<file path="src/design/basx_pkg.sv">
`timescale 1ns / 1ps

package basx_pkg;

    // Clamp limits on the programmed dimensions
    localparam int MAX_INTERVALS = 64;
    localparam int MAX_STATE_DIM = 16;
    localparam int MAX_INPUT_DIM = 16;

    // Field and counter widths
    localparam int CFG_ADDR_W  = 4;
    localparam int CFG_DATA_W  = 32;
    localparam int TOL_W       = 31;
    localparam int DIM_W       = 5;
    localparam int NI_W        = 7;
    localparam int POS_W       = 6;
    localparam int FREE_W      = 12;
    localparam int SLOT_W      = 6;
    localparam int ACC_W       = 63;
    localparam int SQ_W        = 64;

    localparam logic [NI_W-1:0]   INTERVAL_SAT = {NI_W{1'b1}};
    localparam logic [FREE_W-1:0] FREE_SAT     = {FREE_W{1'b1}};
    localparam logic [SLOT_W-1:0] SLOT_SAT     = {SLOT_W{1'b1}};
    localparam logic [ACC_W-1:0]  ACC_MAX      = {ACC_W{1'b1}};

    // Register indexes on the configuration port
    typedef enum logic [1:0] {
        REG_TOLERANCE     = 2'd0,
        REG_STATE_DIM     = 2'd1,
        REG_INPUT_DIM     = 2'd2,
        REG_NUM_INTERVALS = 2'd3
    } t_reg_idx;

    // Variable classification
    typedef enum logic [1:0] {
        ST_FREE  = 2'd0,
        ST_LOWER = 2'd1,
        ST_UPPER = 2'd2
    } t_status;

    // Clamped configuration as seen by the datapath
    typedef struct packed {
        logic [TOL_W-1:0] tolerance;
        logic [DIM_W-1:0] state_dim;
        logic [POS_W-1:0] span;
        logic [NI_W-1:0]  num_intervals;
    } t_cfg;

    typedef struct packed {
        logic signed [31:0] point_value;
        logic signed [31:0] lower_bound;
        logic signed [31:0] upper_bound;
        logic signed [31:0] gradient_value;
        logic signed [31:0] hessian_product;
        logic               last_var;
    } t_in_item;

    // Between classification and accumulation
    typedef struct packed {
        logic [1:0]         status;
        logic [FREE_W-1:0]  free_count;
        logic signed [31:0] neg_residual;
        logic [NI_W-1:0]    interval_number;
        logic               prev_group_valid;
        logic [SLOT_W-1:0]  prev_group_slot;
        logic [SLOT_W-1:0]  prev_group_entry;
        logic               cur_group_valid;
        logic [SLOT_W-1:0]  cur_group_slot;
        logic [SLOT_W-1:0]  cur_group_entry;
        logic [SQ_W-1:0]    residual_sq;
        logic [SQ_W-1:0]    gradient_sq;
        logic               last_var;
    } t_mid_item;

    typedef struct packed {
        logic [1:0]         status;
        logic [FREE_W-1:0]  free_count;
        logic signed [31:0] neg_residual;
        logic [NI_W-1:0]    interval_number;
        logic               prev_group_valid;
        logic [SLOT_W-1:0]  prev_group_slot;
        logic [SLOT_W-1:0]  prev_group_entry;
        logic               cur_group_valid;
        logic [SLOT_W-1:0]  cur_group_slot;
        logic [SLOT_W-1:0]  cur_group_entry;
        logic [ACC_W-1:0]   residual_norm_sq;
        logic [ACC_W-1:0]   gradient_norm_sq;
    } t_out_item;

endpackage

</file>
<file path="src/design/basx_cfg.sv">
`timescale 1ns / 1ps

module basx_cfg
    import basx_pkg::*;
(
    input  logic                  i_clk,
    input  logic                  i_rst_n,
    input  logic                  psel,
    input  logic                  penable,
    input  logic                  pwrite,
    input  logic [CFG_ADDR_W-1:0] paddr,
    input  logic [CFG_DATA_W-1:0] pwdata,
    output logic [CFG_DATA_W-1:0] prdata,
    output logic                  pready,
    output t_cfg                  o_cfg
);

    logic [TOL_W-1:0] r_tolerance;
    logic [DIM_W-1:0] r_state_dim;
    logic [DIM_W-1:0] r_input_dim;
    logic [NI_W-1:0]  r_num_intervals;
    t_reg_idx         reg_idx;
    logic             wr_en;
    logic [DIM_W-1:0] sd_clamped;
    logic [DIM_W-1:0] id_clamped;

    assign pready  = 1'b1;
    assign reg_idx = t_reg_idx'(paddr[3:2]);
    assign wr_en   = psel && penable && pwrite;

    // Register writes, one word per transfer
    always_ff @(posedge i_clk) begin
        if (!i_rst_n) begin
            r_tolerance     <= TOL_W'(66);
            r_state_dim     <= DIM_W'(4);
            r_input_dim     <= DIM_W'(2);
            r_num_intervals <= NI_W'(16);
        end else if (wr_en) begin
            unique case (reg_idx)
                REG_TOLERANCE:     r_tolerance     <= pwdata[TOL_W-1:0];
                REG_STATE_DIM:     r_state_dim     <= pwdata[DIM_W-1:0];
                REG_INPUT_DIM:     r_input_dim     <= pwdata[DIM_W-1:0];
                REG_NUM_INTERVALS: r_num_intervals <= pwdata[NI_W-1:0];
                default: ;
            endcase
        end
    end

    // Read-back of the raw register values
    always_comb begin
        unique case (reg_idx)
            REG_TOLERANCE:     prdata = {{(CFG_DATA_W-TOL_W){1'b0}}, r_tolerance};
            REG_STATE_DIM:     prdata = {{(CFG_DATA_W-DIM_W){1'b0}}, r_state_dim};
            REG_INPUT_DIM:     prdata = {{(CFG_DATA_W-DIM_W){1'b0}}, r_input_dim};
            REG_NUM_INTERVALS: prdata = {{(CFG_DATA_W-NI_W){1'b0}}, r_num_intervals};
            default:           prdata = '0;
        endcase
    end

    // Clamp dimensions into their legal ranges
    always_comb begin
        if (r_state_dim == '0) begin
            sd_clamped = DIM_W'(1);
        end else if (int'(r_state_dim) > MAX_STATE_DIM) begin
            sd_clamped = DIM_W'(MAX_STATE_DIM);
        end else begin
            sd_clamped = r_state_dim;
        end

        if (int'(r_input_dim) > MAX_INPUT_DIM) begin
            id_clamped = DIM_W'(MAX_INPUT_DIM);
        end else begin
            id_clamped = r_input_dim;
        end

        o_cfg.tolerance = r_tolerance;
        o_cfg.state_dim = sd_clamped;
        o_cfg.span      = {1'b0, sd_clamped} + {1'b0, id_clamped};

        if (r_num_intervals == '0) begin
            o_cfg.num_intervals = NI_W'(1);
        end else if (int'(r_num_intervals) > MAX_INTERVALS) begin
            o_cfg.num_intervals = NI_W'(MAX_INTERVALS);
        end else begin
            o_cfg.num_intervals = r_num_intervals;
        end
    end

endmodule

</file>
<file path="config.mk">
export PLATFORM = sky130hd
export DESIGN_NAME = basx_cfg
export DESIGN_NICKNAME = d
export VERILOG_FILES = /design/src/design/basx_pkg.sv /design/src/design/basx_cfg.sv
export SDC_FILE = /design/constraint.sdc
export NUM_CORES = 1
export LEC_CHECK = 0
export BUFFER_PORTS_ARGS = -buffer_cell sky130_fd_sc_hd__buf_2
export CAP_MARGIN = 30
export CORE_MARGIN = 10
export CORE_UTILIZATION = 46
export CTS_CLUSTER_SIZE = 28
export DETAILED_ROUTE_END_ITERATION = 7
export PLACE_DENSITY = 0.8
export SYNTH_ARGS = -nofsm -noshare
export SYNTH_HDL_FRONTEND = slang
export SYNTH_SLANG_ARGS = --single-unit
</file>
<file path="constraint.sdc">
create_clock -name i_clk -period 2.2 [get_ports i_clk]
set_clock_uncertainty 0.1 [all_clocks]
set_input_delay 0.44 -clock i_clk [delete_from_list [all_inputs] [get_ports i_clk]]
set_output_delay 0.44 -clock i_clk [all_outputs]
set_load 0.1 [all_outputs]
</file>
# Word-level counts from Yosys, hierarchy flattened
# Cells that the tools add are included.
word_totals:
  register_bits: 48
  in_bits: 41
  output_inout_bits: 82
  word_cells: 26
op_classes:
  add_sub_neg: 1
  magnitude_cmp: 3
  n_eq_ne: 3
  n_mux: 6
  n_reduce_logical: 9
op_table:
  columns: ["cell", "count"]
  rows:
  - ["$pmux W32 S4", 1]
  - ["$mux W5", 3]
  - ["$mux W7", 2]
  - ["$gt A5 B5 Y1 const B", 2]
  - ["$reduce_and A2 Y1", 4]
  - ["$gt A7 B7 Y1 const B", 1]
  - ["$logic_not A7 Y1", 1]
  - ["$add A5 B5 Y6", 1]
  - ["$logic_not A5 Y1", 1]
  - ["$eq A2 B2 Y1 const B", 2]
  - ["$eq A2 B1 Y1 const B", 1]
  - ["$logic_and A1 B1 Y1", 2]
  - ["$logic_not A2 Y1", 1]

# Logic depth before layout (Yosys ltp)
logic_depth:
  ltp_word: 4
  ltp_mapped: 8
  mapped_depth_nobuf: 8

# Worst setup path after synthesis
# No wires, ideal clock.
synth_path:
  kind: "reg-to-output"
  from: "reg r_state_dim[1]"
  to: "out o_cfg[11] in the netlist's numbering"
  arrival_time_ns: 4.153
  path_slack_ns: -2.493
  path_stages_with_launch: 9
  n_path_buf: 0
  path_cell_list: "dfxtp_1 -> nor3_1 -> nor2_1 -> nor2_1 -> ha_1 -> fa_1 -> a21o_1 -> a21oi_1 -> xnor2_1"
synth_lines:
  columns: ["element", "line_no", "rtl"]
  rows:
  - ["start: declaration", "basx_cfg.sv:19", "logic [DIM_W-1:0] r_state_dim;"]
  - ["start signal: assignment", "basx_cfg.sv:41", "REG_STATE_DIM: r_state_dim <= pwdata[DIM_W-1:0];"]
  - ["end: declaration", "basx_cfg.sv:15", "output t_cfg o_cfg"]

==> metrics.txt <==
crit path launch type=flop; sequential area share after synthesis=0.378; Max-Cap Viols=0; worst endpoint data arrival time=2.14 ns; YS warnings=0; GP Congestion=between 0.7 and 0.8; Hold-fix buffers, CTS=0; Synth Cell Area=2540 um2; Synthesized Nets=between 300 and 400; Max FO, Critical Path=2; clk_lat worst skew=0.30 ns; DR WL/cell=17.4 um; total inserted antenna cells=0; # clock sinks=48; final setup vio count=5; crit end category=output port; EDFF count, synth=0; Main synth FF type=dfxtp_1; share of cells above drive strength 1=0.528; total global routing overflow=0; Routed WL=8310 um; post-synthesis mux area share=0.225; final setup margin=-0.478 ns; largest net degree at the start of global routing=82; Die X=94.4 um; # DRC=0; XOR/XNOR Fraction of Synth Area=0.0103; nets=451; failing checks=negative setup slack; FF+latch count, synth=between 40 and 50; Max Used Layer=met4; Place WS=-0.278 ns; Compound-Gate Fraction of Synth Area=0.0354; DRT iter0 DRCs=between 80 and 90; die area=8910 um2; Site Rows=27; largest family of logic cells by synthesized area=simple AND/OR/NAND/NOR gates; fin crit period=roughly 2.7 ns; H-tree depth=2; Initial Util=0.468; Distinct cells, synth=31; Total GRT Usage=0.180; Post-Synth Adder-Cell Area=0.0324; vias per std cell=5.05; Min-Delay Path Class=primary input to flop; Async S/R FF share, synth=0; Final Power=2.06 mW; Final period util=1.22; outcome=finished, violations left; met1 wire length=3090 um; dpl hpwl=6640 um; # IOs=123; area delta synth->final=61.3%; Placeable Area=around 5400 um2; Routed Antenna Nets=0; vias in the first global route=2,523; maximum VDD drop=419 uV; Port Buffers=117; drt pass-1 iters=4; RSZ-0062 raised after global routing=true; first-pass GRT wire length=between 10,000 and 15,000 um; via count=~2.4k; Die Y=94.4 um; simple-gate share of the synthesized area=0.263; cell count after synthesis=approximately 280; Req. time, crit path=1.66 ns; Hold Fails Final Rpt=0; metal2 WL=4620 um; P per Cell Area=502 nW/um2; Worst Setup Path Type=flop to output port; LEAKAGE=1.86 nW; WL met3=431 um; max-slew violations=0; Fmax=373 MHz; CTS tree=done; Avg Cell Area, Syn=9.19 um2; Longest Clk Path Bufs=2; Num CTS Buffers=5; root buffer cell=clkbuf_8; Reg clk slew, reported paths=0.10 ns; initial antenna violation count=0
[layer usage]
| metal | global-route usage | vias to the layer above |
|---|---|---|
| met2 | 0.340 | 76 |
| met4 | 0.0582 | 0 |
| met1 | 0.188 | 1149 |
| li1 | - | 1168 |
| met5 | 0 | - |
| met3 | 0.0476 | 15 |
[metrics by stage]
step / hold WS [ns] / utilization / instance area [um2] / TNS [ns] / cells
floorplan: 0.340 / - / 2730 / -2.68 / 277
global placement: 0.348 / 0.723 / 3940 / -0.266 / 468
detailed placement: 0.362 / 0.723 / 3940 / -0.407 / 468
CTS: 0.272 / 0.757 / 4120 / -1.81 / 478
global route: 0.266 / 0.755 / 4110 / -1.98 / 477
finish: 0.276 / 0.755 / 4110 / -1.66 / 477
[layout make-up]
type	instances	area, um2
Sequential cell	48	972
Clock inverter	3	68.8
Tap cell	72	90.1
Multi-Input combinational cell	207	1640
Clock buffer	5	68.8
Fill cell	346	1330
Inverter	2	7.51
Timing Repair Buffer	140	1250
[power by group]
group,switching (mW),total [mW],internal (mW)
registers,0.0102,0.890,0.880
logic,0.290,0.410,0.120
clock network,0.304,0.762,0.457
total,0.604,2.06,1.46
[Yosys cell counts, types with 3 or more instances]
cell | number | share of area
ha_1 | 5 | 0.025
mux2i_1 | 46 | 0.18
mux4_2 | 5 | 0.044
and2_1 | 25 | 0.061
clkbuf_1 | 13 | 0.019
nor2b_1 | 17 | 0.042
a21oi_1 | 3 | 0.0059
nand2_1 | 75 | 0.11
buf_6 | 3 | 0.013
dfxtp_1 | 48 | 0.38
nor2_1 | 7 | 0.010
[kinds of logic after synthesis]
group | after synthesis
buf+inv | 22
mux | 51
fa+ha+maj | 6
xor+xnor | 3
compound gates | 13
other cells | 2
simple gates | 132
flops | 48
[what timing repair did]
item / in CTS / in global routing
buffers inserted: 2 / 1
resized for setup: 9 / 1
pin swaps: 8 / 1
gates cloned: 0 / 0
endpoints found under the setup margin: 5 / 5
[flip-flops by register name (all words and copies together), names as in the netlist]
name	flops
r_input_dim	5
r_num_intervals	7
r_state_dim	5
r_tolerance	31
[critical path, stage by stage (launching register included)]
cell     delay (ns)
dfxtp_2        0.35
nor3_2         0.05
nor2_2         0.12
nor2_4         0.06
ha_4           0.16
fa_2           0.36
a21o_1         0.19
a21oi_4        0.18
xnor2_4        0.15
buf_12         0.19
[final timing paths]
check	startpoint	endpoint	slack, ns	cells past startpoint
setup / recovery	r_state_dim[2]$_SDFFE_PN1P_	o_cfg[11]	-0.48	9
hold / removal	pwdata[22]	r_tolerance[22]$_SDFFE_PN0P_	0.28	3
setup reg to reg	r_num_intervals[6]$_SDFFE_PN0P_	r_num_intervals[6]$_SDFFE_PN0P_	1.24	2
hold reg to reg	r_tolerance[9]$_SDFFE_PN0P_	r_tolerance[9]$_SDFFE_PN0P_	0.37	2
[cells in the final DEF (no fill, tap or decap), types with 3 or more instances in the layout]
master    netlist  layout
buf_2           0      85
nand2_1        75      75
mux2i_1        46      46
dfxtp_1        48      39
buf_12          0      33
and2_2          0      24
buf_4           2      21
dfxtp_2         0       9
nor2b_1        17       8
nor2b_2         0       6
mux4_2          5       5
clkbuf_8        0       5
nor2_1          7       4
nor2b_4         0       3
ha_1            5       3
(Power assumes the default switching activity.)
