## config.mk

```make
export PLATFORM = sky130hd
export DESIGN_NAME = basx_accum
export DESIGN_NICKNAME = d
export VERILOG_FILES = /design/src/design/basx_pkg.sv /design/src/design/basx_accum.sv
export SDC_FILE = /design/constraint.sdc
export NUM_CORES = 1
export LEC_CHECK = 0
export ABC_AREA = 1
export CAP_MARGIN = 25
export CELL_PAD_IN_SITES_DETAIL_PLACEMENT = 0
export CELL_PAD_IN_SITES_GLOBAL_PLACEMENT = 1
export CORE_MARGIN = 2
export CORE_UTILIZATION = 45
export CTS_CLUSTER_SIZE = 12
export DETAILED_ROUTE_END_ITERATION = 6
export DONT_BUFFER_PORTS = 1
export GPL_ROUTABILITY_DRIVEN = 0
export GPL_TIMING_DRIVEN = 0
export PLACE_DENSITY = 0.89
export SLEW_MARGIN = 30
export SYNTH_ARGS = -nofsm -noshare
export SYNTH_HDL_FRONTEND = slang
export SYNTH_SLANG_ARGS = --single-unit
```

## constraint.sdc

```tcl
create_clock -name i_clk -period 6.94 [get_ports i_clk]
set_clock_uncertainty 0.2 [all_clocks]
set_input_delay 0.694 -clock i_clk [delete_from_list [all_inputs] [get_ports i_clk]]
set_output_delay 0.694 -clock i_clk [all_outputs]
set_load 0.02 [all_outputs]
```

## src/design/basx_pkg.sv

```systemverilog
`timescale 1ns / 1ps

package basx_pkg;

    // Clamp limits on the programmed dimensions
    localparam int MAX_INTERVALS = 64;
    localparam int MAX_STATE_DIM = 16;
    localparam int MAX_INPUT_DIM = 16;

    // Field and counter widths
    localparam int CFG_ADDR_W  = 4;
    localparam int CFG_DATA_W  = 32;
    localparam int TOL_W       = 31;
    localparam int DIM_W       = 5;
    localparam int NI_W        = 7;
    localparam int POS_W       = 6;
    localparam int FREE_W      = 12;
    localparam int SLOT_W      = 6;
    localparam int ACC_W       = 63;
    localparam int SQ_W        = 64;

    localparam logic [NI_W-1:0]   INTERVAL_SAT = {NI_W{1'b1}};
    localparam logic [FREE_W-1:0] FREE_SAT     = {FREE_W{1'b1}};
    localparam logic [SLOT_W-1:0] SLOT_SAT     = {SLOT_W{1'b1}};
    localparam logic [ACC_W-1:0]  ACC_MAX      = {ACC_W{1'b1}};

    // Register indexes on the configuration port
    typedef enum logic [1:0] {
        REG_TOLERANCE     = 2'd0,
        REG_STATE_DIM     = 2'd1,
        REG_INPUT_DIM     = 2'd2,
        REG_NUM_INTERVALS = 2'd3
    } t_reg_idx;

    // Variable classification
    typedef enum logic [1:0] {
        ST_FREE  = 2'd0,
        ST_LOWER = 2'd1,
        ST_UPPER = 2'd2
    } t_status;

    // Clamped configuration as seen by the datapath
    typedef struct packed {
        logic [TOL_W-1:0] tolerance;
        logic [DIM_W-1:0] state_dim;
        logic [POS_W-1:0] span;
        logic [NI_W-1:0]  num_intervals;
    } t_cfg;

    typedef struct packed {
        logic signed [31:0] point_value;
        logic signed [31:0] lower_bound;
        logic signed [31:0] upper_bound;
        logic signed [31:0] gradient_value;
        logic signed [31:0] hessian_product;
        logic               last_var;
    } t_in_item;

    // Between classification and accumulation
    typedef struct packed {
        logic [1:0]         status;
        logic [FREE_W-1:0]  free_count;
        logic signed [31:0] neg_residual;
        logic [NI_W-1:0]    interval_number;
        logic               prev_group_valid;
        logic [SLOT_W-1:0]  prev_group_slot;
        logic [SLOT_W-1:0]  prev_group_entry;
        logic               cur_group_valid;
        logic [SLOT_W-1:0]  cur_group_slot;
        logic [SLOT_W-1:0]  cur_group_entry;
        logic [SQ_W-1:0]    residual_sq;
        logic [SQ_W-1:0]    gradient_sq;
        logic               last_var;
    } t_mid_item;

    typedef struct packed {
        logic [1:0]         status;
        logic [FREE_W-1:0]  free_count;
        logic signed [31:0] neg_residual;
        logic [NI_W-1:0]    interval_number;
        logic               prev_group_valid;
        logic [SLOT_W-1:0]  prev_group_slot;
        logic [SLOT_W-1:0]  prev_group_entry;
        logic               cur_group_valid;
        logic [SLOT_W-1:0]  cur_group_slot;
        logic [SLOT_W-1:0]  cur_group_entry;
        logic [ACC_W-1:0]   residual_norm_sq;
        logic [ACC_W-1:0]   gradient_norm_sq;
    } t_out_item;

endpackage

```

## src/design/basx_accum.sv

```systemverilog
`timescale 1ns / 1ps

module basx_accum
    import basx_pkg::*;
(
    input  logic      i_clk,
    input  logic      i_rst_n,
    input  logic      i_mid_valid,
    input  t_mid_item i_mid,
    output logic      o_ready,
    output logic      o_out_valid,
    output t_out_item o_out_data,
    input  logic      i_out_stall
);

    logic             r_out_v;
    t_out_item        r_out;
    logic [ACC_W-1:0] r_acc_res;
    logic [ACC_W-1:0] r_acc_grad;

    logic [ACC_W-1:0] n_acc_res;
    logic [ACC_W-1:0] n_acc_grad;
    logic [ACC_W-1:0] add_res;
    logic [ACC_W-1:0] add_grad;
    logic [ACC_W:0]   sum_res;
    logic [ACC_W:0]   sum_grad;
    logic             take;

    assign o_ready     = !r_out_v || !i_out_stall;
    assign take        = i_mid_valid && o_ready;
    assign o_out_valid = r_out_v;
    assign o_out_data  = r_out;

    // Saturating accumulation, unsigned Q63.0
    always_comb begin
        add_res    = i_mid.residual_sq[SQ_W-1] ? ACC_MAX : i_mid.residual_sq[ACC_W-1:0];
        add_grad   = i_mid.gradient_sq[SQ_W-1] ? ACC_MAX : i_mid.gradient_sq[ACC_W-1:0];
        sum_res    = {1'b0, r_acc_res} + {1'b0, add_res};
        sum_grad   = {1'b0, r_acc_grad} + {1'b0, add_grad};
        n_acc_res  = sum_res[ACC_W] ? ACC_MAX : sum_res[ACC_W-1:0];
        n_acc_grad = sum_grad[ACC_W] ? ACC_MAX : sum_grad[ACC_W-1:0];
    end

    // Output valid and running norms; norms clear after the last variable
    always_ff @(posedge i_clk) begin
        if (!i_rst_n) begin
            r_out_v    <= 1'b0;
            r_acc_res  <= '0;
            r_acc_grad <= '0;
        end else begin
            r_out_v <= take || (r_out_v && i_out_stall);
            if (take) begin
                r_acc_res  <= i_mid.last_var ? '0 : n_acc_res;
                r_acc_grad <= i_mid.last_var ? '0 : n_acc_grad;
            end
        end
    end

    // Result register
    always_ff @(posedge i_clk) begin
        if (take) begin
            r_out.status           <= i_mid.status;
            r_out.free_count       <= i_mid.free_count;
            r_out.neg_residual     <= i_mid.neg_residual;
            r_out.interval_number  <= i_mid.interval_number;
            r_out.prev_group_valid <= i_mid.prev_group_valid;
            r_out.prev_group_slot  <= i_mid.prev_group_slot;
            r_out.prev_group_entry <= i_mid.prev_group_entry;
            r_out.cur_group_valid  <= i_mid.cur_group_valid;
            r_out.cur_group_slot   <= i_mid.cur_group_slot;
            r_out.cur_group_entry  <= i_mid.cur_group_entry;
            r_out.residual_norm_sq <= n_acc_res;
            r_out.gradient_norm_sq <= n_acc_grad;
        end
    end

endmodule

```

# --- Word-level counts from Yosys, hierarchy flattened ---
# Cells that the tools add are included.
# Widths: inputs -> output; s select.
op_classes:
  n_addsub: 2
  n_mux: 6
  n_reduce_logical: 6
op_table:
  columns: ["cell", "count"]
  rows:
  - ["$mux 63", 6]
  - ["$add 63x63->64", 2]
  - ["$logic_and 1x1->1", 2]
  - ["$logic_not 1->1", 2]
  - ["$logic_or 1x1->1", 2]
word_totals:
  register_bits: 332
  in_bits: 212
  output_inout_bits: 207
  wordCells: 29

# --- Depth between registers and ports, before layout ---
logic_depth:
  word_depth: 4
  mapped_depth: 19
  ltp_nobuf: 18

# --- Worst setup path after synthesis ---
# No wires, ideal clock.
synth_path:
  kind: "input to register"
  start: "input port i_out_stall"
  end: "register r_out (netlist bit o_out_data[0]), enable pin"
  setup_ns: 0.556
  arrival_ns: 5.541
  setup_slack_ns: 0.644
  path_stages: 6
  path_buffers: 3
  cell_sequence: "nand2_1 -> nand2_1 -> clkbuf_1 -> clkbuf_1 -> clkbuf_1 -> inv_1"
synth_via:
  elab_chain_len: 3
synth_lines:
  columns: ["item", "line_no", "text"]
  rows:
  - ["start, declared", "basx_accum.sv:13", "input logic i_out_stall"]
  - ["$logic_not 1->1", "basx_accum.sv:29", "assign o_ready = !r_out_v || !i_out_stall;"]
  - ["$logic_or 1x1->1", "basx_accum.sv:29", null]
  - ["$logic_and 1x1->1", "basx_accum.sv:30", "assign take = i_mid_valid && o_ready;"]
  - ["named net take", "basx_accum.sv:27", "logic take;"]
  - ["end, declared", "basx_accum.sv:17", "t_out_item r_out;"]
# The timed path passes the listed nets, and every way through them passes these cells.
# A chain may end at the register's enable or synchronous reset.

# --- Final worst setup path ---
layout_path:
  start: "input port i_mid[128] (netlist bit)"
  end: "register r_out (netlist bit o_out_data[109]) (data pin)"
layout_via:
  elab_chain_len: 3
layout_lines:
  columns: ["item", "line_no", "text"]
  rows:
  - ["start, declared", "basx_accum.sv:9", "input t_mid_item i_mid,"]
  - ["$mux 63", "basx_accum.sv:36", "add_res = i_mid.residual_sq[SQ_W-1] ? ACC_MAX : i_mid.residual_sq[ACC_W-1:0];"]
  - ["$add 63x63->64", "basx_accum.sv:38", "sum_res = {1'b0, r_acc_res} + {1'b0, add_res};"]
  - ["$mux 63", "basx_accum.sv:40", "n_acc_res = sum_res[ACC_W] ? ACC_MAX : sum_res[ACC_W-1:0];"]
  - ["named net n_acc_res[46]", "basx_accum.sv:21", "logic [ACC_W-1:0] n_acc_res;"]
# The timed path passes the listed nets, and every way through them passes these cells.

==> flow_metrics.tcl <==
set metrics [dict create \
    maxSlewViolCount 0 \
    vdd_ir_drop_max_mv 0.1813 \
    wl_per_cell_um 18.87 \
    arrival_ns 4.21 \
    period_share_pct 60.30 \
    crit_fanout 10 \
    drc 0 \
    hold_buffers 3 \
    synth_mux_area_share_pct 0 \
    clk_pin_slew_worst_paths_ns 0.06 \
    area_growth_syn_to_layout_pct 8.952 \
    met3_length_mm 7.725 \
    ys_types 33 \
    layout-drive-gt1-share_pct 6.143 \
    required_ns 6.96 \
    numClockSinks 332 \
    syn_inst 3623 \
    hold_class "input port to register" \
    cpMaxStageDelayCell "clkbuf_1" \
    cpLargestDelayFamily "simple AND/OR/NAND/NOR gates" \
    synth-xor-area-share_pct 2.101 \
    synth_area_per_cell_um2 6.559 \
    met1_length_mm 37.41 \
    cts_max_path_buffers 3 \
    drt_iter0_markers 1863 \
    utilization_pct 49.46 \
    seq_area_frac_synth_pct 36.61 \
    rows 84 \
    routed_via_density 5.001 \
    synth_nets 3973 \
    synth_compound_area_share_pct 4.707 \
    routed_wl_mm 82.87 \
    period_minus_slack_ns 4.185 \
    grt_pass1_vias 20100 \
    hold_ws_ns 0.02686 \
    status "finished, final reports clean" \
    route.met2.wl_mm 35.93 \
    clk-insertion-delay-late_ns 0.56 \
    synth-simple-area-share_pct 37.19 \
    yosys_warnings 0 \
    die_h_um 233.8 \
    worst_setup_path_start_kind "input port" \
    postCtsSetupBuffers 0 \
    synthAdderAreaFrac_pct 7.330 \
    cp_num_buf_inv 2 \
    synth_area_um2 23760 \
    die_w_um 233.8 \
    p_leak_nw 13.53 \
    setup_viol 0 \
    cts.repair.resized 0 \
    start_util_pct 45.40 \
    highest_layer "met5" \
    slew_headroom_pct 34.39 \
    port_buffers 0 \
    fin_nets 4018 \
    worst_slew_pin_slew_ns 0.9841 \
    dp_cells 4314 \
    die-area_um2 54660 \
    cts_buffers 37 \
    antenna_found_initial 21 \
    num_io_pins 419 \
    dpl.hpwl_mm 68.89 \
    cts_root_buf "clkbuf_16" \
    worstSetupEndpointType "register" \
    final_cell_mix "nand2_1 (1506), inv_1 (685), nor2_1 (224)" \
    synth_top_family_by_area "simple AND/OR/NAND/NOR gates" \
    cpMostUsedCell "nand2_1" \
    path_cells "clkbuf_1, or2_2, ha_1, nand2_1, nand3_1, nand2_1, nand2_1, nand2_1, nand2_1, nand2_1, nand2_1, a21oi_4, buf_4, nand3_1" \
    fillers 5482 \
    synth_seq_cells 332 \
    worstSetupPathType "input port to register" \
    core-area_um2 52340 \
    dr.pass1.iters 6 \
    max_cap_viol_count 0 \
    pwr_density_cell_nw_per_um2 288.1 \
    grt_pass1_wl_mm 121.6 \
    critPathMaxStageDelay_ns 0.71 \
    grt_max_degree 92 \
    max_freq_mhz 239.0 \
    vias 21960 \
    rsz0062_at_grt "no" \
    grtUsageTotal_pct 29.62 \
    ctsHtreeMaxLevel 2 \
    hold_violations 0 \
    grt.overflow.total 0 \
    p_total_w 0.007459 \
    drtAntennaViolNets 0 \
    final_common_cell "nand2_1" \
    cts_tree "done" \
    final_cell_count_no_fill 4391 \
]
-- report_power, final --
group | switching (W) | internal, W
clock | 0.000810 | 0.00109
combinational | 0.00193 | 0.000795
sequential | 0.000367 | 0.00247
total | 0.00311 | 0.00435
-- path summary, 6_finish.rpt --
kind	from	to	cells past startpoint	slack, ns
max reg2reg	o_out_valid	o_out_data[182]	7	2.78
max	i_mid[128]	o_out_data[109]	14	2.76
min reg2reg	r_acc_res[36]	r_acc_res[36]	2	0.27
min	i_mid[147]	o_out_data[144]	0	0.03
-- cells by family (layout without fill, tap and decap cells) --
group,Yosys count,in the layout
AOI/OAI and AO/OA,218,218
xor gates and xnor gates,57,57
adders and majority gates,138,138
buffers and inverters,754,826
DFF,332,332
other,0,8
and+or+nand+nor,2124,2124
-- state kept, by name (all words and copies together), names as in the netlist --
signal and cells:
r_acc_res 63, o_out_data 205, r_acc_grad 63, o_out_valid 1
-- cell usage after synthesis --
cell type | instances | area share (%)
buf_2 | 6 | 0.13
nand3_1 | 163 | 3.4
nor4_1 | 10 | 0.26
edfxtp_1 | 205 | 26
nor3_2 | 3 | 0.13
xnor2_1 | 29 | 1.1
clkbuf_1 | 49 | 0.77
dfxtp_1 | 127 | 11
a21oi_4 | 2 | 0.14
buf_6 | 2 | 0.095
nor4_4 | 1 | 0.090
fa_1 | 2 | 0.17
nor2_2 | 1 | 0.026
and2_1 | 8 | 0.21
nand2_1 | 1506 | 24
o21bai_1 | 2 | 0.063
o21ai_0 | 9 | 0.19
buf_4 | 4 | 0.13
ha_1 | 136 | 7.2
or2_1 | 2 | 0.053
nor3_1 | 15 | 0.32
or2_2 | 128 | 3.4
nand4_1 | 35 | 0.92
o21ai_1 | 2 | 0.042
and3_1 | 6 | 0.16
inv_2 | 4 | 0.063
a21oi_1 | 203 | 4.3
buf_1 | 3 | 0.047
nand3_2 | 20 | 0.84
nand3b_1 | 1 | 0.032
nor2_1 | 225 | 3.6
xor2_1 | 28 | 1.0
inv_1 | 686 | 11
-- metal layers --
layer | vias up | track usage (%)
met5 | - | 0
met4 | 14 | 6.112
met3 | 115 | 7.746
met2 | 789 | 47.09
met1 | 9869 | 40.53
li1 | 11170 | -
-- stage by stage --
step / setup WS [ns] / instance area [um2] / setup TNS (ns)
floorplan: 0.6436 / 23760 / 0
global placement: -1.930 / 24620 / -385.46
detailed placement: 2.318 / 24700 / 0
CTS: 2.850 / 25870 / 0
global route: 2.515 / 25880 / 0
finish: 2.755 / 25890 / 0
-- cell type report --
| type | count | area [um2] | share of cell area (%) |
|---|---|---|---|
| multi-input cells | 2537 | 12200 | 47.14 |
| flip-flops and latches | 332 | 8698 | 33.60 |
| inverters | 690 | 2597 | 10.03 |
| clock buffers | 51 | 1008 | 3.895 |
| well taps | 688 | 860.8 | 3.325 |
| plain buffers | 64 | 277.8 | 1.073 |
| clock inverters | 15 | 130.1 | 0.5026 |
| repair buffers | 6 | 92.59 | 0.3576 |
| diodes | 8 | 20.02 | 0.07733 |
No activity file was read; power rests on OpenSTA's default activity.
