===== src/design/basx_pkg.sv =====
`timescale 1ns / 1ps

package basx_pkg;

    // Clamp limits on the programmed dimensions
    localparam int MAX_INTERVALS = 64;
    localparam int MAX_STATE_DIM = 16;
    localparam int MAX_INPUT_DIM = 16;

    // Field and counter widths
    localparam int CFG_ADDR_W  = 4;
    localparam int CFG_DATA_W  = 32;
    localparam int TOL_W       = 31;
    localparam int DIM_W       = 5;
    localparam int NI_W        = 7;
    localparam int POS_W       = 6;
    localparam int FREE_W      = 12;
    localparam int SLOT_W      = 6;
    localparam int ACC_W       = 63;
    localparam int SQ_W        = 64;

    localparam logic [NI_W-1:0]   INTERVAL_SAT = {NI_W{1'b1}};
    localparam logic [FREE_W-1:0] FREE_SAT     = {FREE_W{1'b1}};
    localparam logic [SLOT_W-1:0] SLOT_SAT     = {SLOT_W{1'b1}};
    localparam logic [ACC_W-1:0]  ACC_MAX      = {ACC_W{1'b1}};

    // Register indexes on the configuration port
    typedef enum logic [1:0] {
        REG_TOLERANCE     = 2'd0,
        REG_STATE_DIM     = 2'd1,
        REG_INPUT_DIM     = 2'd2,
        REG_NUM_INTERVALS = 2'd3
    } t_reg_idx;

    // Variable classification
    typedef enum logic [1:0] {
        ST_FREE  = 2'd0,
        ST_LOWER = 2'd1,
        ST_UPPER = 2'd2
    } t_status;

    // Clamped configuration as seen by the datapath
    typedef struct packed {
        logic [TOL_W-1:0] tolerance;
        logic [DIM_W-1:0] state_dim;
        logic [POS_W-1:0] span;
        logic [NI_W-1:0]  num_intervals;
    } t_cfg;

    typedef struct packed {
        logic signed [31:0] point_value;
        logic signed [31:0] lower_bound;
        logic signed [31:0] upper_bound;
        logic signed [31:0] gradient_value;
        logic signed [31:0] hessian_product;
        logic               last_var;
    } t_in_item;

    // Between classification and accumulation
    typedef struct packed {
        logic [1:0]         status;
        logic [FREE_W-1:0]  free_count;
        logic signed [31:0] neg_residual;
        logic [NI_W-1:0]    interval_number;
        logic               prev_group_valid;
        logic [SLOT_W-1:0]  prev_group_slot;
        logic [SLOT_W-1:0]  prev_group_entry;
        logic               cur_group_valid;
        logic [SLOT_W-1:0]  cur_group_slot;
        logic [SLOT_W-1:0]  cur_group_entry;
        logic [SQ_W-1:0]    residual_sq;
        logic [SQ_W-1:0]    gradient_sq;
        logic               last_var;
    } t_mid_item;

    typedef struct packed {
        logic [1:0]         status;
        logic [FREE_W-1:0]  free_count;
        logic signed [31:0] neg_residual;
        logic [NI_W-1:0]    interval_number;
        logic               prev_group_valid;
        logic [SLOT_W-1:0]  prev_group_slot;
        logic [SLOT_W-1:0]  prev_group_entry;
        logic               cur_group_valid;
        logic [SLOT_W-1:0]  cur_group_slot;
        logic [SLOT_W-1:0]  cur_group_entry;
        logic [ACC_W-1:0]   residual_norm_sq;
        logic [ACC_W-1:0]   gradient_norm_sq;
    } t_out_item;

endpackage


===== src/design/basx_classify.sv =====
`timescale 1ns / 1ps

module basx_classify
    import basx_pkg::*;
(
    input  logic      i_clk,
    input  logic      i_rst_n,
    input  t_cfg      i_cfg,
    input  logic      i_in_valid,
    input  t_in_item  i_in_data,
    output logic      o_in_stall,
    input  logic      i_next_ready,
    output logic      o_mid_valid,
    output t_mid_item o_mid
);

    // Pipeline registers
    logic      r_in_v;
    t_in_item  r_in;
    logic      r_mid_v;
    t_mid_item r_mid;

    // Per-pass counters; only the current and previous groups are ever touched,
    // because the interval number never goes back within a pass
    logic [POS_W-1:0]  r_pos;
    logic [NI_W-1:0]   r_interval;
    logic [FREE_W-1:0] r_free;
    logic [SLOT_W-1:0] r_cur_fill;
    logic [SLOT_W-1:0] r_prev_fill;

    logic [POS_W-1:0]  n_pos;
    logic [NI_W-1:0]   n_interval;
    logic [FREE_W-1:0] n_free;
    logic [SLOT_W-1:0] n_cur_fill;
    logic [SLOT_W-1:0] n_prev_fill;
    t_mid_item         n_mid;

    logic mid_free;
    logic in_free;
    logic in_accept;
    logic in_move;

    // Handshake
    assign mid_free    = !r_mid_v || i_next_ready;
    assign in_free     = !r_in_v || mid_free;
    assign in_accept   = i_in_valid && in_free;
    assign in_move     = r_in_v && mid_free;
    assign o_in_stall  = !in_free;
    assign o_mid_valid = r_mid_v;
    assign o_mid       = r_mid;

    // Datapath intermediates
    logic               pre_wrap;
    logic               pre_adv;
    logic [NI_W-1:0]    nx;
    logic [POS_W-1:0]   idx;
    logic [SLOT_W-1:0]  cur0;
    logic [SLOT_W-1:0]  prev0;
    logic [SLOT_W-1:0]  cur1;
    logic [SLOT_W-1:0]  prev1;
    logic [POS_W-1:0]   pos_inc;
    logic               post_adv;
    logic signed [32:0] d_lo;
    logic signed [32:0] d_up;
    logic [32:0]        m_lo;
    logic [32:0]        m_up;
    logic               lo_act;
    logic               up_act;
    logic               is_free;
    logic signed [32:0] res_sum;
    logic signed [33:0] neg_sum;
    logic [32:0]        m_res;
    logic [31:0]        m_grad;
    logic [SQ_W-1:0]    sq_res;
    logic [SQ_W-1:0]    sq_grad;
    logic               pv;
    logic               cv;
    logic [POS_W:0]     pe_wide;

    always_comb begin
        // Position beyond the span after a reprogram: wrap first
        pre_wrap = r_pos >= i_cfg.span;
        pre_adv  = pre_wrap && (r_interval != INTERVAL_SAT);
        nx       = pre_adv ? r_interval + NI_W'(1) : r_interval;
        idx      = pre_wrap ? '0 : r_pos;
        cur0     = pre_adv ? '0 : r_cur_fill;
        prev0    = pre_adv ? r_cur_fill : r_prev_fill;

        // Activity against each bound
        d_lo   = {r_in.point_value[31], r_in.point_value}
               - {r_in.lower_bound[31], r_in.lower_bound};
        d_up   = {r_in.point_value[31], r_in.point_value}
               - {r_in.upper_bound[31], r_in.upper_bound};
        m_lo   = d_lo[32] ? 33'(-d_lo) : 33'(d_lo);
        m_up   = d_up[32] ? 33'(-d_up) : 33'(d_up);
        lo_act = m_lo < {2'b00, i_cfg.tolerance};
        up_act = m_up < {2'b00, i_cfg.tolerance};
        is_free = !lo_act && !up_act;

        // Residual and squares
        res_sum = {r_in.gradient_value[31], r_in.gradient_value}
                + {r_in.hessian_product[31], r_in.hessian_product};
        neg_sum = -{res_sum[32], res_sum};
        m_res   = res_sum[32] ? 33'(-res_sum) : 33'(res_sum);
        m_grad  = r_in.gradient_value[31] ? 32'(-r_in.gradient_value)
                                          : 32'(r_in.gradient_value);
        if (!is_free) begin
            sq_res = '0;
        end else if (m_res[32]) begin
            sq_res = {SQ_W{1'b1}};
        end else begin
            sq_res = m_res[31:0] * m_res[31:0];
        end
        sq_grad = is_free ? m_grad * m_grad : '0;

        // Group slots
        pv      = is_free && ({1'b0, idx} < {2'b00, i_cfg.state_dim})
                  && (nx != '0) && ((nx - NI_W'(1)) < i_cfg.num_intervals);
        cv      = is_free && (nx < i_cfg.num_intervals);
        pe_wide = {1'b0, i_cfg.span} + {1'b0, idx};
        cur1    = (cv && cur0 != SLOT_SAT) ? cur0 + SLOT_W'(1) : cur0;
        prev1   = (pv && prev0 != SLOT_SAT) ? prev0 + SLOT_W'(1) : prev0;
        n_free  = (is_free && r_free != FREE_SAT) ? r_free + FREE_W'(1) : r_free;

        // Result fields
        if (lo_act) begin
            n_mid.status = ST_LOWER;
        end else if (up_act) begin
            n_mid.status = ST_UPPER;
        end else begin
            n_mid.status = ST_FREE;
        end
        n_mid.free_count = n_free;
        if (!is_free) begin
            n_mid.neg_residual = '0;
        end else if (!neg_sum[33] && (neg_sum[32] || neg_sum[31])) begin
            n_mid.neg_residual = 32'sh7FFF_FFFF;
        end else if (neg_sum[33] && !(neg_sum[32] && neg_sum[31])) begin
            n_mid.neg_residual = 32'sh8000_0000;
        end else begin
            n_mid.neg_residual = neg_sum[31:0];
        end
        n_mid.interval_number  = nx;
        n_mid.prev_group_valid = pv;
        n_mid.prev_group_slot  = pv ? prev0 : '0;
        n_mid.prev_group_entry = pv ? pe_wide[SLOT_W-1:0] : '0;
        n_mid.cur_group_valid  = cv;
        n_mid.cur_group_slot   = cv ? cur0 : '0;
        n_mid.cur_group_entry  = cv ? idx : '0;
        n_mid.residual_sq      = sq_res;
        n_mid.gradient_sq      = sq_grad;
        n_mid.last_var         = r_in.last_var;

        // Advance the position after the item
        pos_inc  = idx + POS_W'(1);
        post_adv = (pos_inc >= i_cfg.span) && (nx != INTERVAL_SAT);
        if (r_in.last_var) begin
            n_pos       = '0;
            n_interval  = '0;
            n_cur_fill  = '0;
            n_prev_fill = '0;
        end else begin
            n_pos       = (pos_inc >= i_cfg.span) ? '0 : pos_inc;
            n_interval  = post_adv ? nx + NI_W'(1) : nx;
            n_cur_fill  = post_adv ? '0 : cur1;
            n_prev_fill = post_adv ? cur1 : prev1;
        end
    end

    // Valid bits and per-pass counters
    always_ff @(posedge i_clk) begin
        if (!i_rst_n) begin
            r_in_v      <= 1'b0;
            r_mid_v     <= 1'b0;
            r_pos       <= '0;
            r_interval  <= '0;
            r_free      <= '0;
            r_cur_fill  <= '0;
            r_prev_fill <= '0;
        end else begin
            r_in_v  <= in_accept || (r_in_v && !in_move);
            r_mid_v <= in_move || (r_mid_v && !i_next_ready);
            if (in_move) begin
                r_pos       <= n_pos;
                r_interval  <= n_interval;
                r_free      <= r_in.last_var ? '0 : n_free;
                r_cur_fill  <= n_cur_fill;
                r_prev_fill <= n_prev_fill;
            end
        end
    end

    // Payload registers
    always_ff @(posedge i_clk) begin
        if (in_accept) begin
            r_in <= i_in_data;
        end
        if (in_move) begin
            r_mid <= n_mid;
        end
    end

endmodule


===== config.mk =====
export PLATFORM = sky130hd
export DESIGN_NAME = basx_classify
export DESIGN_NICKNAME = d
export VERILOG_FILES = /design/src/design/basx_pkg.sv /design/src/design/basx_classify.sv
export SDC_FILE = /design/constraint.sdc
export NUM_CORES = 2
export LEC_CHECK = 0
export ABC_AREA = 0
export BUFFER_PORTS_ARGS = -buffer_cell sky130_fd_sc_hd__buf_2
export CAP_MARGIN = 10
export CORE_MARGIN = 4
export CORE_UTILIZATION = 55
export CTS_CLUSTER_DIAMETER = 40
export DETAILED_ROUTE_END_ITERATION = 7
export GPL_ROUTABILITY_DRIVEN = 0
export PLACE_DENSITY = 0.77
export SETUP_SLACK_MARGIN = 0.5
export SLEW_MARGIN = 20
export SYNTH_ARGS = -nofsm -noshare
export SYNTH_HDL_FRONTEND = slang
export SYNTH_SLANG_ARGS = --single-unit

===== constraint.sdc =====
create_clock -name i_clk -period 19.9 [get_ports i_clk]
set_clock_uncertainty 0.1 [all_clocks]
set_input_delay 2.985 -clock i_clk [delete_from_list [all_inputs] [get_ports i_clk]]
set_output_delay 2.985 -clock i_clk [all_outputs]
set_load 0.01 [all_outputs]

==> After elaboration in Yosys (flattened, before gate mapping) <==
Index checks and enable logic that the tools add are counted.
W data, S select, Z words.
{ "classes": {"magnitude_cmp": 7, "bitwise_logic": 1, "n_addsub": 16, "muxes": 24, "n_reduce_logical": 33, "mul": 2, "n_eq_ne": 5} }
{ "ops": {"columns": ["op", "n"], "rows": [
  ["$mul A32 B32 Y64", 2],
  ["$mux W33", 3],
  ["$neg A33 Y33", 3],
  ["$lt A33 B31 Y1", 2],
  ["$mux W6", 11],
  ["$sub A32 B32 Y33", 2],
  ["$mux W32", 2],
  ["$mux W64", 1],
  ["$neg A34 Y34", 1],
  ["$add A32 B32 Y33", 1],
  ["$neg A32 Y32", 1],
  ["$mux W31", 1],
  ["$mux W12", 2],
  ["$mux W7", 3],
  ["$add A6 B1 Y6 const B", 3],
  ["$logic_and A1 B1 Y1", 17],
  ["$add A7 B1 Y7 const B", 2],
  ["$lt A7 B7 Y1", 2],
  ["$ne A7 B7 Y1 const B", 2],
  ["$add A12 B1 Y12 const B", 1],
  ["$ge A6 B6 Y1", 2],
  ["$ne A12 B12 Y1 const B", 1],
  ["$ne A6 B6 Y1 const B", 2],
  ["$logic_not A1 Y1", 9],
  ["other kinds (8)", 12]
]} }
{ "word_totals": {"elab_cells": 115, "reg_bits": 408, "out_inout_bits": 210, "inputBits": 214} }

==> Depth between registers and ports, before layout <==
{ "depth": {"word_depth": 13, "mapped_depth": 47, "mapped_depth_nobuf": 45} }

==> Worst setup path before layout <==
Ideal clock, no wire load.
{ "synth_timing": {"path_type": "flip-flop to flip-flop", "from": "register r_in[36] (netlist bit)", "to": "register r_mid (netlist bit o_mid[123]) (data pin)", "n_path_buf": 1, "t_arrival_ns": 11.543, "setup_ns": 0.176, "t_required_ns": 19.624, "slack_ns": 8.081, "path_stages_with_launch": 42, "period_less_slack_ns": 11.819, "cell_sequence": "edfxtp_1 -> ha_1 -> a21o_1 -> a21oi_1 -> a311oi_1 -> o211a_1 -> or2_2 -> o311ai_1 -> o2111ai_1 -> or3_1 -> nor3_1 -> a31oi_1 -> xnor2_1 -> clkinv_1 -> clkbuf_1 -> nand2_1 -> fa_1 -> fa_1 -> [... 6 more ...] -> fa_1 -> fa_1 -> inv_1 -> fa_1 -> inv_1 -> ha_1 -> and3_1 -> a211o_1 -> a21oi_1 -> o21ai_0 -> a21oi_1 -> nor2b_1 -> a211oi_1 -> a2111o_1 -> a31oi_1 -> o21ai_0 -> mux2_2 -> nor4_1"} }
{ "synth_via": {"elab_chain_cells": 5} }
{ "synth_lines": {"columns": ["element", "line_no", "rtl"], "rows": [
  ["start, declared", "basx_classify.sv:19", "t_in_item r_in;"],
  ["start signal, assigned", "basx_classify.sv:196", "r_in <= i_in_data;"],
  ["$add A32 B32 Y33 *", "basx_classify.sv:102", "+ {r_in.hessian_product[31], r_in.hessian_product};"],
  ["$neg A33 Y33", "basx_classify.sv:104", "m_res = res_sum[32] ? 33'(-res_sum) : 33'(res_sum);"],
  ["$mux W33 *", "basx_classify.sv:104", null],
  ["$mul A32 B32 Y64", "basx_classify.sv:112", "sq_res = m_res[31:0] * m_res[31:0];"],
  ["$mux W64 *", "basx_classify.sv:109", "end else if (m_res[32]) begin"],
  ["end signal, assigned", "basx_classify.sv:199", "r_mid <= n_mid;"],
  ["end, declared", "basx_classify.sv:21", "t_mid_item r_mid;"]
]} }
Every way passes the cells marked *; elsewhere a longest branch is shown, timed or not.
A chain may end at the register's enable or synchronous reset.

==> Worst setup path in the final report <==
{ "layout_timing": {"from": "register r_in[33] (netlist bit)", "to": "register r_mid (netlist bit o_mid[123]) (data pin)"} }
Same word-level chain as after synthesis.

==> impl_metrics.csv <==
group,metric,value,unit
logic_synthesis,ys.flop_type,"edfxtp_1",
logic_synthesis,synth_top_area_frac,0.389,
setup_path,reg2reg_slack,4.54,ns
logic_synthesis,yosys-top-cells-count,"inv_1, fa_1, nor2_1, ha_1, nand2_1",
grt,first_global_vias,70600,
clock_tree,cts_tree,"done",
logic_synthesis,ys_ff_latch,407,
layout,fin_nets,11700,
clock_tree,cts_buffer_depth,3,
layout,multi_input_area,62000,um2
route,drc,0,
die,io_pins,424,
route,drtPass1Iterations,7,
route,viasPerCell,5.82,
setup_path,path_max_fanout,26,
min_path,hold_path.class,"reg2reg",
logic_synthesis,yosysTopAreaCell,"fa_1",
setup_path,critPathLaunchType,"flop",
clock_tree,cts_setup_buffers,0,
die,core,150000,um2
setup_path,r2r_end,"o_mid[123]$_SDFFCE_PN0P_",
logic_synthesis,yosys_warnings,0,
grt,grt_max_degree,162,
setup_path,path_delay_family,"compound AO/OA/AOI/OAI gates",
layout,seqCellArea,11800,um2
logic_synthesis,yosysSeqAreaShare,0.143,
setup_path,path_buf_inv,9,
grt,grt_pass1_wl,392000,um
logic_synthesis,async_reset_ff_frac,0,
layout,drive_gt1_frac,0.0839,
die,start_util,0.553,
setup_path,worst-setup-path-type,"reg2reg",
logic_synthesis,synth_cell_types,100,
clock_tree,clock-sinks,407,
layout,fillers,12200,
clock_tree,worstSkewPairLatency,0.75,ns
timing,holdWs,0.378,ns
clock_tree,cts_resized,0,
clock_tree,hold_buffers,0,
route,vias,65600,
timing,fmax,65.1,MHz
setup_path,cp-endpoint,"o_mid[123]$_SDFFCE_PN0P_",
clock_tree,htreeDepth,3,
setup_path,cpPeakStageDelay,0.90,ns
die,fp-row-count,142,
die,die-width,396,um
setup_path,reg2regPathDepth,44,
timing,finalSetupViolations,0,
setup_path,required,20.32,ns
logic_synthesis,syn_area,82800,um2
die,die_h,396,um
timing,rsz0062_at_grt,"false",
timing,period_needed,15.36,ns
grt,grt_overflow,0,
placement,port_buffers,422,
route,drt-initial-drc-count,6394,
logic_synthesis,synth-edff-count,368,
flow_run,max-cap-violations,0,
min_path,holdPathStages,2,
placement,pre_cts_slack,5.04,ns
grt,antenna_found_initial,29,
timing,hold_violations,0,
run_status,outcome,"complete, no violations",
route,wl,250000,um
logic_synthesis,synth_most_common_cell,"inv_1",
setup_path,r2r_start,"r_in[33]$_DFFE_PP_",
route,avgRoutedWirePerCell,22.2,um
layout,areaGrowthSynthToFinish,9.23,%
timing,maxSlewViolCount,0,
setup_path,cpMostUsedCell,"fa_1",
die,die_area,157000,um2
layout,post-route-util,0.604,
timing,worst_slack,4.54,ns
logic_synthesis,netlist_instances,8793,
clock_tree,clk_root_buffer_cell,"clkbuf_16",
setup_path,crit_path_end_kind,"flop",
setup_path,crit_cells,44,
clock_tree,path_clk_slew,0.05,ns
timing,max-slew-margin-rel,0.0931,
logic_synthesis,syn_avg_cell_area,9.41,um2
logic_synthesis,synth_area_leaders,"fa_1, edfxtp_1, ha_1, inv_1, nor2_1",
setup_path,crit_arrival,15.78,ns
route,final_antenna_net_count,0,
clock_tree,numCtsBuffers,80,
setup_path,slowest_stage,"clkinv_1",
placement,dp_hpwl,200000,um
timing,final.setup.tns,0,ns
timing,post-route-period-util,0.772,
setup_path,startpoint,"r_in[33]$_DFFE_PP_",
timing,tightest_slew,1.35,ns
grt,grtUsageTotal,0.326,
-- tightest hold or removal path: stages, from the launching register on --
cell	delay, ns
dfxtp_1	0.31
nand2_1	0.05
a31oi_1	0.06
-- placed cells by master, fill, tap and decap left out, types with 28 or more instances in the layout --
cell type / count
nand2_1: 678
inv_1: 2153
o31ai_1: 47
o211ai_1: 34
a211oi_1: 33
a31oi_1: 63
or3_1: 37
clkbuf_16: 80
nor2b_1: 45
a21o_1: 162
dfxtp_1: 39
nand2b_1: 51
nand3_1: 76
o21ai_0: 164
ha_1: 742
a21oi_1: 296
nand4_1: 38
conb_1: 28
buf_2: 422
clkinv_1: 28
fa_1: 1609
edfxtp_1: 368
and3_1: 69
buf_4: 114
nor3_1: 64
xnor2_1: 223
o21a_1: 51
and2_1: 48
nor2_1: 823
xor2_1: 152
-- metal layers --
metal  track usage  up-vias  part of all wire
li1              -    28200                 -
met1         0.387    32000              0.34
met2         0.494     4213              0.44
met3         0.133     1166              0.14
met4         0.198       10             0.072
met5        0.0191        -            0.0018
-- final cells by class --
cell class / count / share of cell area
Timing Repair Buffer: 537 / 0.0330
Sequential cell: 407 / 0.131
Clock inverter: 64 / 0.00883
Antenna cell: 22 / 0.000609
Clock buffer: 86 / 0.0225
Inverter: 2179 / 0.0906
Tap cell: 2016 / 0.0279
Multi-Input combinational cell: 5960 / 0.686
-- stage by stage --
step	instances	area (um2)
global placement	11100	87500
detailed placement	11100	87500
CTS	11200	90300
floorplan	8819	82900
finish	11300	90400
global route	11300	90400
-- worst min-delay path by stage --
stage                                     start  slack [ns]                     endpoint
global placement    r_prev_fill[2]$_SDFFE_PN0P_        0.36  r_prev_fill[2]$_SDFFE_PN0P_
global route         r_cur_fill[1]$_SDFFE_PN0P_        0.42   r_cur_fill[1]$_SDFFE_PN0P_
detailed placement  r_prev_fill[2]$_SDFFE_PN0P_        0.36  r_prev_fill[2]$_SDFFE_PN0P_
finish              r_prev_fill[2]$_SDFFE_PN0P_        0.38  r_prev_fill[2]$_SDFFE_PN0P_
CTS                 r_prev_fill[2]$_SDFFE_PN0P_        0.37  r_prev_fill[2]$_SDFFE_PN0P_
floorplan           r_prev_fill[2]$_SDFFE_PN0P_        0.35  r_prev_fill[2]$_SDFFE_PN0P_
-- state kept, by name (all words and copies together) (netlist names) --
name and count:
r_pos 6, r_in 160, r_in_v 1, r_free 12, r_cur_fill 6, r_interval 7, r_prev_fill 6, o_mid 207
o_mid_valid 1, n_mid 1
-- cells by family after synthesis --
family	count (synthesis)	share of synthesized area
flip-flops	407	0.143
AO/OA/AOI/OAI	1095	0.0881
other	2	0.0000907
buffers and inverters	2452	0.112
AND/OR/NAND/NOR	2076	0.112
adder cells (fa/ha/maj)	2352	0.501
multiplexers	20	0.00249
XOR/XNOR	389	0.0412
Power is not shown: default switching activity piles up to over one toggle a cycle in this logic, so the estimate is an artifact.
